<file path="config.mk">
export PLATFORM = sky130hd
export DESIGN_NAME = stopwatch_with_debounced_keys_top_flat
export DESIGN_NICKNAME = d
export VERILOG_FILES = /design/src/hw/rtl/swdk_pkg.sv /design/src/hw/rtl/swdk_in_if.sv /design/src/hw/rtl/swdk_out_if.sv /design/src/hw/rtl/swdk_debounce.sv /design/src/hw/rtl/swdk_counter.sv /design/src/hw/rtl/swdk_seg_decode.sv /design/src/hw/rtl/stopwatch_with_debounced_keys_top.sv /design/src/flat_wrapper.sv
export SDC_FILE = /design/constraint.sdc
export NUM_CORES = 1
export LEC_CHECK = 0
export BUFFER_PORTS_ARGS = -buffer_cell sky130_fd_sc_hd__buf_4
export CAP_MARGIN = 20
export CORE_MARGIN = 2
export CORE_UTILIZATION = 60
export DETAILED_ROUTE_END_ITERATION = 16
export PLACE_DENSITY = 0.77
export SLEW_MARGIN = 5
export SYNTH_ARGS = -nofsm -noshare
export SYNTH_HDL_FRONTEND = slang
export SYNTH_SLANG_ARGS = --single-unit
</file>
<file path="constraint.sdc">
create_clock -name clk -period 5.7 [get_ports clk]
set_clock_uncertainty 0.15 [all_clocks]
set_input_delay 0.57 -clock clk [delete_from_list [all_inputs] [get_ports clk]]
set_output_delay 0.57 -clock clk [all_outputs]
set_load 0.02 [all_outputs]
</file>
<file path="src/hw/rtl/swdk_pkg.sv">
package swdk_pkg;

	localparam int DigitCount      = 6;
	localparam int DebounceSamples = 4;
	localparam int ScanW           = 3;

	localparam logic [7:0]  TphReset = 8'd5;
	localparam logic [6:0]  HunMax   = 7'd99;
	localparam logic [13:0] SecMax   = 14'd9999;
	localparam logic [3:0]  DigitMax = 4'd9;

	localparam logic [7:0] SegBlank = 8'hFF;
	localparam logic [7:0] DpMask   = 8'h7F;

	// BCD view of the time, digit 0 is the least significant
	typedef struct packed {
		logic [1:0][3:0] hun_bcd;
		logic [3:0][3:0] sec_bcd;
	} disp_time_t;

	typedef struct packed {
		logic rel_reset;
		logic rel_start;
	} key_evt_t;

	// active-low common-anode pattern, decimal point off
	function automatic logic [7:0] seg_of(input logic [3:0] d);
		logic [7:0] s;
		case (d)
			4'd0: s = 8'hC0;
			4'd1: s = 8'hF9;
			4'd2: s = 8'hA4;
			4'd3: s = 8'hB0;
			4'd4: s = 8'h99;
			4'd5: s = 8'h92;
			4'd6: s = 8'h82;
			4'd7: s = 8'hF8;
			4'd8: s = 8'h80;
			4'd9: s = 8'h90;
			default: s = SegBlank;
		endcase
		return s;
	endfunction

endpackage

</file>
<file path="src/hw/rtl/swdk_in_if.sv">
interface swdk_in_if;
	logic valid;
	logic ready;
	logic reset_key_level;
	logic start_key_level;

	modport source (output valid, output reset_key_level, output start_key_level, input ready);
	modport sink (input valid, input reset_key_level, input start_key_level, output ready);
endinterface

</file>
<file path="src/hw/rtl/swdk_out_if.sv">
interface swdk_out_if;
	logic        valid;
	logic        ready;
	logic [2:0]  scan_digit;
	logic [7:0]  segments;
	logic [13:0] seconds;
	logic [6:0]  hundredths;
	logic        running;

	modport source (output valid, output scan_digit, output segments, output seconds,
		output hundredths, output running, input ready);
	modport sink (input valid, input scan_digit, input segments, input seconds,
		input hundredths, input running, output ready);
endinterface

</file>
<file path="src/hw/rtl/swdk_debounce.sv">
module swdk_debounce (
	input  logic clk,
	input  logic arst_n,
	input  logic fire,
	input  logic level,
	output logic released
);

	localparam int N = swdk_pkg::DebounceSamples;

	logic [N-1:0] hist_q;
	logic         stable_q;
	logic [N-1:0] hist_n;

	assign hist_n   = {hist_q[N-2:0], level};
	assign released = fire && (&hist_n) && !stable_q;

	always_ff @(posedge clk or negedge arst_n) begin
		if (!arst_n) begin
			hist_q   <= '1;
			stable_q <= 1'b1;
		end else if (fire) begin
			hist_q <= hist_n;
			if (&hist_n) begin
				stable_q <= 1'b1;
			end else if (hist_n == '0) begin
				stable_q <= 1'b0;
			end
		end
	end

endmodule

</file>
<file path="src/hw/rtl/swdk_counter.sv">
module swdk_counter (
	input  logic                  clk,
	input  logic                  arst_n,
	input  logic                  fire,
	input  logic [7:0]            tph,
	input  swdk_pkg::key_evt_t    evt,
	output swdk_pkg::disp_time_t  adv_time,
	output logic [13:0]           sec_next,
	output logic [6:0]            hun_next,
	output logic                  run_next
);

	logic [7:0]            sub_q;
	logic [6:0]            hun_q;
	logic [13:0]           sec_q;
	logic                  run_q;
	swdk_pkg::disp_time_t  time_q;

	logic [7:0]            tph_eff;
	logic [8:0]            s_sum;
	logic                  hit;
	logic [7:0]            sub_n;
	logic                  sec_carry;
	logic [6:0]            hun_adv;
	logic [13:0]           sec_adv;
	logic                  c;

	assign tph_eff = (tph == 8'd0) ? 8'd1 : tph;
	assign s_sum   = {1'b0, sub_q} + 9'd1;
	assign hit     = run_q && (s_sum >= {1'b0, tph_eff});

	always_comb begin
		sub_n = sub_q;
		if (run_q) begin
			sub_n = hit ? 8'(s_sum - {1'b0, tph_eff}) : s_sum[7:0];
		end
	end

	// advance hundredths, carry into seconds; binary and BCD move together
	always_comb begin
		adv_time  = time_q;
		hun_adv   = hun_q;
		sec_adv   = sec_q;
		sec_carry = 1'b0;
		c         = 1'b0;
		if (hit) begin
			if (hun_q == swdk_pkg::HunMax) begin
				hun_adv           = '0;
				adv_time.hun_bcd  = '0;
				sec_carry         = 1'b1;
			end else begin
				hun_adv = hun_q + 7'd1;
				if (time_q.hun_bcd[0] == swdk_pkg::DigitMax) begin
					adv_time.hun_bcd[0] = 4'd0;
					adv_time.hun_bcd[1] = time_q.hun_bcd[1] + 4'd1;
				end else begin
					adv_time.hun_bcd[0] = time_q.hun_bcd[0] + 4'd1;
				end
			end
		end
		if (sec_carry) begin
			sec_adv = (sec_q == swdk_pkg::SecMax) ? '0 : sec_q + 14'd1;
		end
		c = sec_carry;
		for (int i = 0; i < 4; i++) begin
			if (c) begin
				if (time_q.sec_bcd[i] == swdk_pkg::DigitMax) begin
					adv_time.sec_bcd[i] = 4'd0;
				end else begin
					adv_time.sec_bcd[i] = time_q.sec_bcd[i] + 4'd1;
					c = 1'b0;
				end
			end
		end
	end

	// reset release first, then start release toggles
	assign hun_next = evt.rel_reset ? '0 : hun_adv;
	assign sec_next = evt.rel_reset ? '0 : sec_adv;
	assign run_next = (evt.rel_reset ? 1'b0 : run_q) ^ evt.rel_start;

	always_ff @(posedge clk or negedge arst_n) begin
		if (!arst_n) begin
			sub_q  <= '0;
			hun_q  <= '0;
			sec_q  <= '0;
			run_q  <= 1'b0;
			time_q <= '0;
		end else if (fire) begin
			sub_q  <= sub_n;
			hun_q  <= hun_next;
			sec_q  <= sec_next;
			run_q  <= run_next;
			time_q <= evt.rel_reset ? '0 : adv_time;
		end
	end

endmodule

</file>
<file path="src/hw/rtl/swdk_seg_decode.sv">
module swdk_seg_decode (
	input  logic                 clk,
	input  logic                 arst_n,
	input  logic                 fire,
	input  swdk_pkg::disp_time_t t,
	output logic [2:0]           pos,
	output logic [7:0]           seg
);

	localparam int W = swdk_pkg::ScanW;

	logic [W-1:0] scan_q;
	logic [W:0]   pos_inc;
	logic [W-1:0] scan_n;

	assign pos     = (32'(scan_q) >= swdk_pkg::DigitCount) ? '0 : scan_q;
	assign pos_inc = {1'b0, pos} + (W+1)'(1);
	assign scan_n  = (32'(pos_inc) >= swdk_pkg::DigitCount) ? '0 : pos_inc[W-1:0];

	// upper seconds digits blank while they and all digits above are zero
	always_comb begin
		case (pos)
			3'd0: seg = swdk_pkg::seg_of(t.hun_bcd[0]);
			3'd1: seg = swdk_pkg::seg_of(t.hun_bcd[1]);
			3'd2: seg = swdk_pkg::seg_of(t.sec_bcd[0]) & swdk_pkg::DpMask;
			3'd3: seg = (t.sec_bcd[3:1] == '0) ? swdk_pkg::SegBlank
				: swdk_pkg::seg_of(t.sec_bcd[1]);
			3'd4: seg = (t.sec_bcd[3:2] == '0) ? swdk_pkg::SegBlank
				: swdk_pkg::seg_of(t.sec_bcd[2]);
			3'd5: seg = (t.sec_bcd[3] == 4'd0) ? swdk_pkg::SegBlank
				: swdk_pkg::seg_of(t.sec_bcd[3]);
			default: seg = swdk_pkg::SegBlank;
		endcase
	end

	always_ff @(posedge clk or negedge arst_n) begin
		if (!arst_n) begin
			scan_q <= '0;
		end else if (fire) begin
			scan_q <= scan_n;
		end
	end

endmodule

</file>
<file path="src/hw/rtl/stopwatch_with_debounced_keys_top.sv">
// A result is offered in the cycle after its tick transfers.
// Throughput: one tick per cycle while disp_out.ready is high; the output register
// lets a new tick transfer in the same cycle the previous result is taken.
// Reset (arst_n low): time, run flag and scan position clear, keys read released,
// ticks_per_hundredth returns to 5, no result pending.
module stopwatch_with_debounced_keys_top (
	input  logic        clk,
	input  logic        arst_n,
	swdk_in_if.sink     key_in,
	swdk_out_if.source  disp_out,
	input  logic        cfg_we,
	input  logic [7:0]  cfg_wdata
);

	logic                  tph_q;
	logic [7:0]            tph_val_q;
	logic                  in_fire;
	swdk_pkg::key_evt_t    evt;
	swdk_pkg::disp_time_t  adv_time;
	logic [13:0]           sec_next;
	logic [6:0]            hun_next;
	logic                  run_next;
	logic [2:0]            pos;
	logic [7:0]            seg;

	logic                  out_valid_q;
	logic [2:0]            scan_digit_q;
	logic [7:0]            segments_q;
	logic [13:0]           seconds_q;
	logic [6:0]            hundredths_q;
	logic                  running_q;

	assign key_in.ready = !out_valid_q || disp_out.ready;
	assign in_fire      = key_in.valid && key_in.ready;

	always_ff @(posedge clk or negedge arst_n) begin
		if (!arst_n) begin
			tph_val_q <= swdk_pkg::TphReset;
			tph_q     <= 1'b0;
		end else if (cfg_we) begin
			tph_val_q <= cfg_wdata;
			tph_q     <= 1'b1;
		end
	end

	swdk_debounce u_reset_key (
		.clk      (clk),
		.arst_n   (arst_n),
		.fire     (in_fire),
		.level    (key_in.reset_key_level),
		.released (evt.rel_reset)
	);

	swdk_debounce u_start_key (
		.clk      (clk),
		.arst_n   (arst_n),
		.fire     (in_fire),
		.level    (key_in.start_key_level),
		.released (evt.rel_start)
	);

	swdk_counter u_counter (
		.clk      (clk),
		.arst_n   (arst_n),
		.fire     (in_fire),
		.tph      (tph_val_q),
		.evt      (evt),
		.adv_time (adv_time),
		.sec_next (sec_next),
		.hun_next (hun_next),
		.run_next (run_next)
	);

	swdk_seg_decode u_decode (
		.clk    (clk),
		.arst_n (arst_n),
		.fire   (in_fire),
		.t      (adv_time),
		.pos    (pos),
		.seg    (seg)
	);

	always_ff @(posedge clk or negedge arst_n) begin
		if (!arst_n) begin
			out_valid_q <= 1'b0;
		end else if (in_fire) begin
			out_valid_q <= 1'b1;
		end else if (disp_out.ready) begin
			out_valid_q <= 1'b0;
		end
	end

	// result payload, loaded on each tick transfer
	always_ff @(posedge clk) begin
		if (in_fire) begin
			scan_digit_q <= pos;
			segments_q   <= seg;
			seconds_q    <= sec_next;
			hundredths_q <= hun_next;
			running_q    <= run_next;
		end
	end

	assign disp_out.valid      = out_valid_q;
	assign disp_out.scan_digit = scan_digit_q;
	assign disp_out.segments   = segments_q;
	assign disp_out.seconds    = seconds_q;
	assign disp_out.hundredths = hundredths_q;
	assign disp_out.running    = running_q;

	a_in_fire_gives_result: assert property (@(posedge clk) disable iff (!arst_n)
		in_fire |=> out_valid_q)
		else $error("accepted tick produced no result");

	a_no_overrun: assert property (@(posedge clk) disable iff (!arst_n)
		(out_valid_q && !disp_out.ready) |-> !key_in.ready)
		else $error("tick accepted while result stalled");

	a_time_range: assert property (@(posedge clk) disable iff (!arst_n)
		out_valid_q |-> (hundredths_q <= swdk_pkg::HunMax && seconds_q <= swdk_pkg::SecMax))
		else $error("time out of range");

	a_scan_range: assert property (@(posedge clk) disable iff (!arst_n)
		out_valid_q |-> (32'(scan_digit_q) < swdk_pkg::DigitCount))
		else $error("scan position out of range");

	a_cfg_seen: assert property (@(posedge clk) disable iff (!arst_n)
		cfg_we |=> (tph_q && tph_val_q == $past(cfg_wdata)))
		else $error("configuration write lost");

endmodule
</file>
<file path="src/flat_wrapper.sv">
// flat-port wrapper written by rule: the top's interface ports become plain ports
module stopwatch_with_debounced_keys_top_flat 
  (clk, arst_n, cfg_we, cfg_wdata, key_in_valid, key_in_reset_key_level, key_in_start_key_level, key_in_ready, disp_out_valid, disp_out_scan_digit, disp_out_segments, disp_out_seconds, disp_out_hundredths, disp_out_running, disp_out_ready);
  swdk_in_if key_in_i ();
  swdk_out_if disp_out_i ();
  input  logic clk;
  input  logic arst_n;
  input  logic cfg_we;
  input  logic [7:0] cfg_wdata;
  input wire logic [$bits(key_in_i.valid)-1:0] key_in_valid;
  input wire logic [$bits(key_in_i.reset_key_level)-1:0] key_in_reset_key_level;
  input wire logic [$bits(key_in_i.start_key_level)-1:0] key_in_start_key_level;
  output wire logic [$bits(key_in_i.ready)-1:0] key_in_ready;
  output wire logic [$bits(disp_out_i.valid)-1:0] disp_out_valid;
  output wire logic [$bits(disp_out_i.scan_digit)-1:0] disp_out_scan_digit;
  output wire logic [$bits(disp_out_i.segments)-1:0] disp_out_segments;
  output wire logic [$bits(disp_out_i.seconds)-1:0] disp_out_seconds;
  output wire logic [$bits(disp_out_i.hundredths)-1:0] disp_out_hundredths;
  output wire logic [$bits(disp_out_i.running)-1:0] disp_out_running;
  input wire logic [$bits(disp_out_i.ready)-1:0] disp_out_ready;
  assign key_in_i.valid = key_in_valid;
  assign key_in_i.reset_key_level = key_in_reset_key_level;
  assign key_in_i.start_key_level = key_in_start_key_level;
  assign key_in_ready = key_in_i.ready;
  assign disp_out_valid = disp_out_i.valid;
  assign disp_out_scan_digit = disp_out_i.scan_digit;
  assign disp_out_segments = disp_out_i.segments;
  assign disp_out_seconds = disp_out_i.seconds;
  assign disp_out_hundredths = disp_out_i.hundredths;
  assign disp_out_running = disp_out_i.running;
  assign disp_out_i.ready = disp_out_ready;
  stopwatch_with_debounced_keys_top u_core (.clk(clk), .arst_n(arst_n), .key_in(key_in_i), .disp_out(disp_out_i), .cfg_we(cfg_we), .cfg_wdata(cfg_wdata));
endmodule
</file>
==> impl_results.md, run 1 <==
- Setup Viol. Count Final: 0
- Final min period: 5.25 ns
- Root Driver: clkbuf_16
- Port bufs: 49
- Seq pwr share: 0.353
- FP Rows: 42
- Total core area: 13,300 um2
- Static leakage: 3.94 nW
- # diodes: 0
- R2r startpoint: u_core.u_counter.sub_q[0]$_DFFE_PN0P_
- Clk buf depth: 2
- CP peak stage delay: 0.52 ns
- Combinational power share: 0.442
- Worst slew margin: 0.339
- Final core occ: 0.682
- Cells on worst reg2reg path: 18
- Sequential element share of the synthesized area: 0.345
- Worst path bufs/invs: 1
- Die Height: 122 um
- CTS tree: built
- Nets: 1,070
- DRT Pass-1 Iters: 5
- Grt total ovfl: 0
- Post-CTS setup buffer count: 0
- Die Width: 122 um
- DRC: 0
- Ys async rst share: 0.692
- Syn Std Cell Area: 8290 um2
- Kind of critical path: reg2reg
- Slew at the pin closest to its max-slew limit: 0.992 ns
- CP Capture Type: register
- Post-synth top flop: dfrtp_1
- DR vias/cell: 6.44
- Data arrival, critical path: 5.21 ns
- Post-synthesis area per instance: 8.46 um2
- Cts hold-fix bufs: 0
- Clock transition time at the flip-flop clock pins of the worst setup and hold paths: 0.08 ns
- Internal power component: 1.79 mW
- Worst path slowest cell: o211a_1
- Clock Power Share: 0.205
- Tot GR Track Use: 0.308
- Sw Pwr: 1.33 mW
- Clock insertion delay at the later pin of the skew report: 0.36 ns
- Vias in the first global route: 6,913
- Cts bufs inserted: 9
- Reg area: 2860 um2
- Num ports: 50
- Total design power: 3.11 mW
- Fmax: 190 MHz
- Most common cell after layout, fill and taps aside: nand2_1
- Hold Fails Final Rpt: 0
- Net Sw Frac: 0.426
- Synth warn: 0
- WP data required: 5.66 ns
- Crit start category: register
- Dpl hpwl: 15,800 um
- Placed Area: 8790 um2
- CP delay by family, top: simple AND/OR/NAND/NOR gates
- Setup_tns: 0 ns
- Fraction of layout cells with a size suffix above 1: 0.137
- # Max-Cap Violations: 0
- Routed Antenna Nets: 0
- R2R Path End: u_core.disp_out.segments[6]$_DFFE_PP_
- Initial antenna violation count: 0
- Worst min path class: in2async
- Synth Instances: 980
- Maximum vdd drop: 0.151 mV
- Htree depth: 3
- Slew Viols, Final: 0
- Starting Density: 0.621
- R2R Setup Slk: 0.45 ns
- Cell Chain, Critical Path: ha_1 -> and3_2 -> nand3_1 -> xnor2_1 -> ha_1 -> a21o_1 -> nand2_1 -> o211a_1 -> a21boi_1 -> nor2_1 -> a21oi_1 -> ha_1 -> buf_4 -> or4_1 -> o211a_1 -> o21ai_0 -> nand3_1 -> or4_1
- CP Max Fanout: 14
- Global-route wire length before repair: 35,900 um
- Largest net degree at the start of global routing: 75
- Library cells used by synthesis: 89
- Initial DRC count: 847
- Tcrit/Tclk final: 0.921
- Fill cells: 1,128
- Status: completed
- Clock Sinks: 107
- RSZ-0062 raised after global routing: no
- GPL Wtd Cong: 0.983
- Die area: 14,800 um2
- Multi-input gate area: 5040 um2
- P&R area growth vs syn: 9.90%
- PwrDens: 342 nW/um2
- CP most frequent cell: ha_1
- Yosys reg bits: 107
- Vias: 7,642
- Post-synth EDFFs: 33
- Routed WL: 22,600 um
- Design Area, Final: 9110 um2
- Highest-count cells in the layout ignoring fill and taps: 137 x nand2_1, 84 x o21ai_0, 73 x nor2_1, 70 x buf_4, 64 x dfrtp_1
- Syn nets: 1,044
- Post-CTS resize count: 0
- Placement Setup Slack: 0.357 ns
- PnR worst setup slack: 0.450 ns
- Wire length per cell: 19.0 um
logic make-up (layout without fill, tap and decap cells):
logic type,count (synthesis),count (layout),share of synthesized area
flip-flops,107,107,0.345
buffers and inverters,100,130,0.0495
XOR/XNOR,43,43,0.0454
AND/OR/NAND/NOR,358,358,0.209
AO/OA/AOI/OAI,298,299,0.246
adder cells (fa/ha/maj),52,52,0.0787
multiplexers,22,22,0.0270
metal layers:
| layer | up-vias | global-route usage | part of all wire |
|---|---|---|---|
| met4 | 0 | 0.108 | 0.030 |
| met3 | 49 | 0.0534 | 0.074 |
| met5 | - | 0 | 0 |
| met1 | 3591 | 0.441 | 0.45 |
| met2 | 371 | 0.472 | 0.45 |
| li1 | 3631 | - | - |
state kept, by name, summed over array words and instances, names as in the netlist:
name                         cells
u_core.disp_out.valid            1
u_core.disp_out.scan_digit       3
u_core.disp_out.segments         8
u_core.u_start_key.stable_q      1
u_core.tph_val_q                 8
u_core.u_counter.hun_q           7
u_core.u_reset_key.stable_q      1
u_core.disp_out.running          1
u_core.disp_out.seconds         14
u_core.disp_out.hundredths       7
u_core.u_counter.run_q           1
u_core.u_decode.scan_q           3
u_core.u_reset_key.hist_q        3
u_core.u_counter.sub_q           8
u_core.u_start_key.hist_q        3
u_core.u_counter.sec_q          14
u_core.u_counter.time_q         24
through the flow:
stage	hold slack (ns)	instances
after floorplan	0.124	980
after global placement	0.306	1170
after detailed placement	0.310	1170
after CTS	0.250	1186
after global routing	0.262	1187
final	0.198	1187
how the worst max path moves through the flow:
stage | from | endpoint | slack [ns] | cells past startpoint
2_1_floorplan | u_core.u_counter.sub_q[0]$_DFFE_PN0P_ | u_core.disp_out.segments[0]$_DFFE_PP_ | 0.70 | 23
3_3_place_gp | u_core.u_counter.sub_q[0]$_DFFE_PN0P_ | u_core.disp_out.segments[5]$_DFFE_PP_ | 0.62 | 18
3_5_place_dp | u_core.u_counter.sub_q[0]$_DFFE_PN0P_ | u_core.disp_out.segments[5]$_DFFE_PP_ | 0.36 | 18
4_1_cts | u_core.u_counter.sub_q[0]$_DFFE_PN0P_ | u_core.disp_out.segments[5]$_DFFE_PP_ | 0.31 | 18
5_1_grt | u_core.u_counter.sub_q[0]$_DFFE_PN0P_ | u_core.disp_out.segments[0]$_DFFE_PP_ | 0.06 | 19
6_report | u_core.u_counter.sub_q[0]$_DFFE_PN0P_ | u_core.disp_out.segments[6]$_DFFE_PP_ | 0.45 | 18
power by group through the flow:
stage               logic, mW  clock network, mW  registers (mW)
finish                   1.38              0.640            1.10
global route             1.50              0.674            1.12
CTS                      1.35              0.647            1.10
detailed placement       1.34                  0            1.11
global placement         1.32                  0            1.11
floorplan               0.978                  0            1.07
cells in the mapped netlist (4+ instances only):
master / number / share of area
nand2_1: 138 / 0.063
o21ai_0: 85 / 0.051
nor2_1: 73 / 0.033
dfrtp_1: 64 / 0.19
a21oi_1: 57 / 0.034
ha_1: 48 / 0.072
clkbuf_1: 44 / 0.020
inv_1: 39 / 0.018
edfxtp_1: 33 / 0.12
nand3_1: 29 / 0.018
nor3_1: 23 / 0.014
xnor2_1: 22 / 0.023
xor2_1: 21 / 0.022
o31ai_1: 20 / 0.018
mux2i_1: 19 / 0.023
nand4_1: 16 / 0.012
a31oi_1: 15 / 0.011
a21o_1: 13 / 0.012
and3_1: 11 / 0.0083
dfstp_2: 10 / 0.032
nand2b_1: 10 / 0.0075
o211ai_1: 10 / 0.0091
o22ai_1: 10 / 0.0075
o21ai_1: 9 / 0.0054
a311oi_1: 7 / 0.0074
buf_2: 7 / 0.0042
nor4_1: 7 / 0.0053
a22oi_1: 6 / 0.0054
o21a_1: 6 / 0.0054
nor2b_1: 5 / 0.0038
o221ai_1: 5 / 0.0053
or3_1: 5 / 0.0038
a211o_1: 4 / 0.0042
a21boi_0: 4 / 0.0036
and4_1: 4 / 0.0042
o211a_1: 4 / 0.0048
or2_2: 4 / 0.0030
cell type report:
| cell class | count | share of cell area |
|---|---|---|
| clock buffer | 9 | 0.0247 |
| multi-input combinational | 774 | 0.554 |
| clock inverter | 7 | 0.00824 |
| inverter | 44 | 0.0181 |
| tap | 176 | 0.0242 |
| sequential | 107 | 0.313 |
| timing repair buffer | 70 | 0.0577 |
Note: power is estimated with default switching activity, not from simulation.
==> inputs of run 2 (changes only) <==
Settings changed: CORE_UTILIZATION 60 to 30, PLACE_DENSITY 0.77 to 0.43, SYNTH_HIERARCHICAL set to 1.
Clock period 5.7 ns to 5.8 ns, I/O delays scaled along.
==> run 2 against run 1 <==
Count of clock-buffer cells in the layout is the same. Sequential share of layout area grew 1.5 points. Non-clock buffer count shrank 6. Clock power shrank 2%. Design area shrank 4.6%. Utilization shrank 34 points. Maximum frequency grew 0.23%. Critical endpoint is now u_core/disp_out.segments[3]$_DFFE_PP_. Largest power group is now sequential cells.
==> impl_results.md, run 2 <==
- Syn Std Cell Area: 7690 um2 (-7.2%)
- Syn nets: 926 (-11%)
- CP most frequent cell: ha_1
- Initial DRC count: 525 (-38%)
- Root Driver: clkbuf_16
- CP peak stage delay: 0.65 ns (+0.13 ns)
- Cells on worst reg2reg path: 18 (unchanged)
- Kind of critical path: reg2reg
- DRT Pass-1 Iters: 5 (unchanged)
- Synth Instances: 862 (-12%)
- Crit start category: register
- Yosys reg bits: 107 (unchanged)
- DRC: 0 (unchanged)
- Setup_tns: 0 ns (unchanged)
- Cts bufs inserted: 9 (unchanged)
- Post-synth top flop: dfrtp_1
- Post-synthesis area per instance: 8.92 um2 (+5.5%)
- Num ports: 50 (unchanged)
- Routed Antenna Nets: 0 (unchanged)
- R2R Setup Slk: 0.56 ns (+0.11 ns)
- Synth area leaders: dfrtp_1 21%, edfxtp_1 13%, ha_1 7.8%
- Static leakage: 3.58 nW (-9.1%)
- Fraction of layout cells with a size suffix above 1: 0.140 (+0.00300)
- Clk buf depth: 2 (unchanged)
- Vias: 6,568 (-14%)
- Routed WL: 20,600 um (-8.9%)
- Worst min path class: in2reg
- DR vias/cell: 5.32 (-17%)
- Most common cell after layout, fill and taps aside: nand2_1
- Port bufs: 49 (unchanged)
- Largest net degree at the start of global routing: 56 (-25%)
- Synth area leader: dfrtp_1
- R2r startpoint: u_core/u_counter/sub_q[0]$_DFFE_PN0P_
- Clock transition time at the flip-flop clock pins of the worst setup and hold paths: 0.08 ns (about the same)
- WP data required: 5.75 ns (+0.09 ns)
- Global-route wire length before repair: 33,900 um (-5.5%)
- # diodes: 0 (unchanged)
- Worst path slowest cell: o21ai_0
- R2R Path End: u_core/disp_out.segments[3]$_DFFE_PP_
- # Max-Cap Violations: 0 (unchanged)
- Share of Yosys cell area claimed by the top area cell type: 0.208 (+0.0151)
- Clock Sinks: 107 (unchanged)
- Commonest cells in the synthesized netlist: 78 x nand2_1, 70 x o21ai_0, 67 x nor2_1
- Slew at the pin closest to its max-slew limit: 0.892 ns (-0.0998 ns)
- CTS tree: built
- Maximum vdd drop: 0.152 mV (+0.86%)
- Hold Path Cell Cnt: 2
- GPL Wtd Cong: 0.823 (-16%)
- Tcrit/Tclk final: 0.903 (-0.0180)
- Status: completed
- Worst slew margin: 0.399 (+0.0603)
- Synth warn: 6 (+6)
- Ys async rst share: 0.692 (unchanged)
- Top-count cell post-synth: nand2_1
- Sequential element share of the synthesized area: 0.371 (+0.0269)
- CP Capture Type: register
- CP Launch Point: u_core/u_counter/sub_q[0]$_DFFE_PN0P_
- Grt total ovfl: 0 (unchanged)
- Setup Viol. Count Final: 0 (unchanged)
- Starting Density: 0.305 (-0.316)
- FP Rows: 58 (+38%)
- Clock insertion delay at the later pin of the skew report: 0.36 ns (about the same)
- Fmax: 191 MHz (+0.23%)
- Htree depth: 3 (unchanged)
- Wire length per cell: 16.7 um (-12%)
- Biggest register: u_core/u_counter/time_q
- Final min period: 5.24 ns (-0.0120 ns)
- Hold Fails Final Rpt: 0 (unchanged)
- Library cells used by synthesis: 81 (-9.0%)
- Max reg flops: 24 (unchanged)
- Highest-count cells in the layout ignoring fill and taps: 78 x nand2_1, 70 x o21ai_0, 67 x nor2_1, 64 x dfrtp_1, 64 x a21oi_1
- Nets: 963 (-10%)
- P&R area growth vs syn: 13.0%
- RSZ-0062 raised after global routing: no
- Slew Viols, Final: 0 (unchanged)
- Die area: 26,900 um2 (+82%)
- Initial antenna violation count: 0 (unchanged)
- PwrDens: 313 nW/um2 (-8.5%)
- Die Width: 164 um (+35%)
- Placement Setup Slack: 0.568 ns (+0.211 ns)
- Cell Chain, Critical Path: ha_1 -> nand3_1 -> nor2_1 -> xor2_1 -> ha_1 -> and3_1 -> and4_1 -> a221oi_4 -> buf_4 -> nor3_1 -> nand2_1 -> o21ai_0 -> inv_1 -> ha_1 -> a21oi_1 -> a21oi_1 -> a211oi_1 -> nand4_1
- Die Height: 164 um (+35%)
- Tot GR Track Use: 0.158 (-0.150)
- Vias in the first global route: 6,278 (-9.2%)
- CP Max Fanout: 14 (unchanged)
- PnR worst setup slack: 0.562 ns (+0.112 ns)
- Post-synth EDFFs: 33 (unchanged)
- Dpl hpwl: 14,700 um (-6.8%)
- Data arrival, critical path: 5.18 ns (-0.03 ns)
- Total core area: 25,200 um2 (+89%)
- Worst hold start: key_in_valid
- Hold endpoint: u_core/disp_out.valid$_DFFE_PN0P_
run 2: cell count changes in the layout (fill, tap and decap cells not counted), moves of 8 or more:
cell | previous run | this run
a21o_1 | 13 | 5
a31oi_1 | 15 | 25
buf_4 | 70 | 62
mux2_4 | 0 | 8
mux2i_1 | 19 | 3
nand2_1 | 137 | 78
nand2b_1 | 10 | 25
nand3_1 | 29 | 19
nor2b_1 | 5 | 15
nor3_1 | 23 | 13
o211ai_1 | 10 | 1
o21ai_0 | 84 | 70
xnor2_1 | 22 | 30
xor2_1 | 21 | 10
run 2: where the power goes:
group / switching (mW) / total (mW) / internal [mW]
Combinational: 0.606 / 1.03 / 0.421
Sequential: 0.143 / 1.06 / 0.918
Clock: 0.326 / 0.630 / 0.305
Total: 1.07 / 2.72 / 1.64
run 2: kinds of logic after synthesis:
logic type,count (synthesis),share of synthesized area
xor+xnor,40,0.0456
fa+ha+maj,49,0.0807
compound gates,263,0.221
buf+inv,85,0.0500
simple gates,299,0.200
mux,19,0.0312
flops,107,0.371
run 2: area by class of cell:
type | instances | area (um2)
Sequential cell | 107 | 2860
Clock buffer | 9 | 225
Fill cell | 2662 | 16500
Timing Repair Buffer | 64 | 480
Inverter | 47 | 176
Multi-Input combinational cell | 670 | 4470
Clock inverter | 7 | 65.1
Tap cell | 330 | 413
run 2: how the worst max path moves through the flow:
| stage | end | cells past startpoint |
|---|---|---|
| finish | u_core/disp_out.segments[3]$_DFFE_PP_ | 18 |
| global route | u_core/disp_out.segments[0]$_DFFE_PP_ | 18 |
| CTS | u_core/disp_out.segments[0]$_DFFE_PP_ | 17 |
| detailed placement | u_core/disp_out.segments[0]$_DFFE_PP_ | 17 |
| global placement | u_core/disp_out.segments[0]$_DFFE_PP_ | 18 |
| floorplan | u_core/disp_out.segments[0]$_DFFE_PP_ | 18 |
run 2: stage by stage:
stage	hold slack (ns)	utilization	instances	power [mW]	area (um2)
after global placement	0.319	0.333	1216	2.12	8380
after CTS	0.252	0.345	1234	2.76	8690
final	0.269	0.345	1234	2.72	8690
after floorplan	0.134	-	862	1.80	7690
after global routing	0.261	0.345	1234	2.93	8690
after detailed placement	0.321	0.333	1217	2.11	8390
run 2: worst max-delay path, delay by kind of cell, from the launching register on:
kind            cells  cell delay (ns)
fa+ha+maj           3             0.88
flops               1             0.45
simple gates        7             1.51
buf+inv             2             0.49
xor+xnor            1             0.09
compound gates      5             1.42
run 2: layer usage:
metal | global-route usage | up-vias | wire, um
met5 | 0 | - | 0
met3 | 0.0270 | 11 | 662
met2 | 0.256 | 120 | 9520
li1 | - | 3242 | -
met1 | 0.223 | 3195 | 10200
met4 | 0.0275 | 0 | 157
run 2: repair_timing:
item / in CTS / in global routing
hold endpoints to repair: 21 / 0
hold buffers: 1 / 0
resized for setup: 0 / 0
setup endpoints to repair: 0 / 0
setup buffers: 0 / 0
==> inputs of run 3 (changes only) <==
Settings changed: CORE_MARGIN 2 to not set, SYNTH_HIERARCHICAL 1 to not set.
==> run 3 against run 2 <==
First-iteration DRC count up 6.7%. Non-clock buffer count grew 13. Count of clock-buffer cells in the layout did not move. Total power up 14%. Flip-flop and latch count stayed put. Combinational power grew 37%. Critical endpoint is now u_core.disp_out.segments[5]$_DFFE_PP_. Largest cell class unchanged.
==> impl_results.md, run 3 (synthesis results as in run 1) <==
- Status: completed
- Internal power component: 1.76 mW (+6.9%)
- Clock Power Share: 0.206 (-0.026)
- WP data required: 5.88 ns (+0.13 ns)
- Finished Layout Cells: 1,359 (+10%)
- Sw Pwr: 1.34 mW (+24%)
- Clock transition time at the flip-flop clock pins of the worst setup and hold paths: 0.09 ns (about the same)
- Routed WL: 25,700 um (+25%)
- Placed Instances: 1,342 (+10%)
- DRT Pass-1 Iters: 6 (+1)
- PwrDens: 331 nW/um2 (+5.7%)
- Slew Viols, Final: 0 (unchanged)
- Clk buf depth: 2 (unchanged)
- Vias in the first global route: 7,084 (+13%)
- Die Width: 168 um (+2.5%)
- Root Driver: clkbuf_16
- CP Capture Type: register
- Worst min path class: in2async
- R2R Setup Slk: 0.42 ns (-0.14 ns)
- Fraction of layout cells with a size suffix above 1: 0.142 (+0.00195)
- PnR worst setup slack: 0.421 ns (-0.141 ns)
- CP Max Fanout: 11 (-3)
- Worst hold margin: 0.0202 ns (-0.249 ns)
- Net Sw Frac: 0.432 (+0.0368)
- Initial DRC count: 560 (+6.7%)
- Static leakage: 3.97 nW (+11%)
- Worst slew margin: 0.386 (-0.0135)
- Global-route wire length before repair: 40,300 um (+19%)
- Final min period: 5.38 ns (+0.141 ns)
- Setup Viol. Count Final: 0 (unchanged)
- CTS tree: built
- Cells on worst reg2reg path: 18 (unchanged)
- DRC: 0 (unchanged)
- Clock Sinks: 107 (unchanged)
- Total design power: 3.10 mW (+14%)
- Placement Setup Slack: 0.402 ns (-0.165 ns)
- Routed Antenna Nets: 0 (unchanged)
- DR vias/cell: 5.48 (+2.9%)
- Seq pwr share: 0.340 (-0.050)
- Biggest register: u_core.u_counter.time_q
- Final core occ: 0.346 (+0.00122)
- Slew at the pin closest to its max-slew limit: 0.914 ns (+0.0226 ns)
- Cts hold-fix bufs: 0 (-1)
- R2r startpoint: u_core.u_counter.sub_q[0]$_DFFE_PN0P_
- Total core area: 27,000 um2 (+7.3%)
- R2R Path End: u_core.disp_out.segments[5]$_DFFE_PP_
- Highest-count cells in the layout ignoring fill and taps: 137 x nand2_1, 84 x o21ai_0, 77 x buf_4, 73 x nor2_1, 64 x dfrtp_1
- Design Area, Final: 9360 um2 (+7.7%)
- Placed Area: 9050 um2 (+7.9%)
- Fmax: 186 MHz (-2.6%)
- Tcrit/Tclk final: 0.927 (+0.0243)
- Data arrival, critical path: 5.46 ns (+0.28 ns)
- Htree depth: 3 (unchanged)
- # Max-Cap Violations: 0 (unchanged)
- Cts bufs inserted: 9 (unchanged)
- Maximum vdd drop: 0.133 mV (-13%)
- Grt total ovfl: 0 (unchanged)
- GPL Wtd Cong: 0.885 (+7.5%)
- Nets: 1,077 (+12%)
- Starting Density: 0.307 (+0.00134)
- Largest net degree at the start of global routing: 60 (+7.1%)
- Max reg flops: 24 (unchanged)
- P&R area growth vs syn: 12.9% (about the same)
- # diodes: 0 (unchanged)
- Crit start category: register
- Wire length per cell: 18.9 um (+14%)
- RSZ-0062 raised after global routing: no
- Clock insertion delay at the later pin of the skew report: 0.36 ns (about the same)
- Die Height: 168 um (+2.5%)
- Initial antenna violation count: 0 (unchanged)
- Die area: 28,300 um2 (+5.1%)
- Port bufs: 49 (unchanged)
- Num ports: 50 (unchanged)
- Hold Fails Final Rpt: 0 (unchanged)
- Setup_tns: 0 ns (unchanged)
- Most common cell after layout, fill and taps aside: nand2_1
- Vias: 7,442 (+13%)
- Tot GR Track Use: 0.182 (+0.0244)
- FP Rows: 60 (+3.4%)
- Combinational power share: 0.454 (+0.076)
- Kind of critical path: reg2reg
- Dpl hpwl: 18,700 um (+27%)
run 3: per-layer routing:
layer	global-route usage	share of wire
met3	0.0205	0.042
met5	0	0
met4	0.0514	0.019
met1	0.246	0.47
met2	0.307	0.47
run 3: area by class of cell:
| class | count | area [um2] |
|---|---|---|
| clock inverter | 7 | 67.6 |
| fill | 2811 | 17700 |
| multi-input combinational | 774 | 5040 |
| clock buffer | 9 | 225 |
| sequential | 107 | 2860 |
| tap | 341 | 427 |
| timing repair buffer | 77 | 578 |
| inverter | 44 | 165 |
run 3: power groups by stage:
stage          logic (mW)  registers (mW)  clock network [mW]
2_1_floorplan       0.961            1.06                   0
3_3_place_gp         1.41            1.07                   0
3_5_place_dp         1.40            1.07                   0
4_1_cts              1.41            1.05               0.665
5_1_grt              1.56            1.07               0.683
6_report             1.41            1.05               0.637
run 3: how the worst max path moves through the flow:
stage | slack (ns) | endpoint | from | cells after the start
floorplan | 0.80 | u_core.disp_out.segments[0]$_DFFE_PP_ | u_core.u_counter.sub_q[0]$_DFFE_PN0P_ | 23
global placement | 0.37 | u_core.disp_out.segments[5]$_DFFE_PP_ | u_core.u_counter.sub_q[0]$_DFFE_PN0P_ | 18
detailed placement | 0.40 | u_core.disp_out.segments[1]$_DFFE_PP_ | u_core.u_counter.sub_q[0]$_DFFE_PN0P_ | 19
CTS | 0.35 | u_core.disp_out.segments[1]$_DFFE_PP_ | u_core.u_counter.sub_q[0]$_DFFE_PN0P_ | 19
global route | 0.03 | u_core.disp_out.segments[5]$_DFFE_PP_ | u_core.u_counter.sub_q[0]$_DFFE_PN0P_ | 19
finish | 0.42 | u_core.disp_out.segments[5]$_DFFE_PP_ | u_core.u_counter.sub_q[0]$_DFFE_PN0P_ | 18
run 3: worst max-delay path: stages, from the launching register on:
cell,delay (ns)
dfrtp_1,0.42
ha_1,0.26
and3_2,0.25
nand3_1,0.14
xnor2_1,0.16
ha_1,0.41
nand4_1,0.19
o211a_1,0.42
a211oi_1,0.51
xnor2_1,0.30
ha_1,0.44
nor2b_1,0.26
nand2_1,0.12
o31ai_4,0.31
a311oi_1,0.14
nor4b_1,0.41
buf_4,0.20
a21oi_1,0.06
nand3_1,0.10
run 3: repair_timing:
| item | CTS | global route |
|---|---|---|
| gates resized for setup | 0 | 1 |
| setup endpoints to repair | 0 | 4 |
| buffers inserted | 0 | 0 |
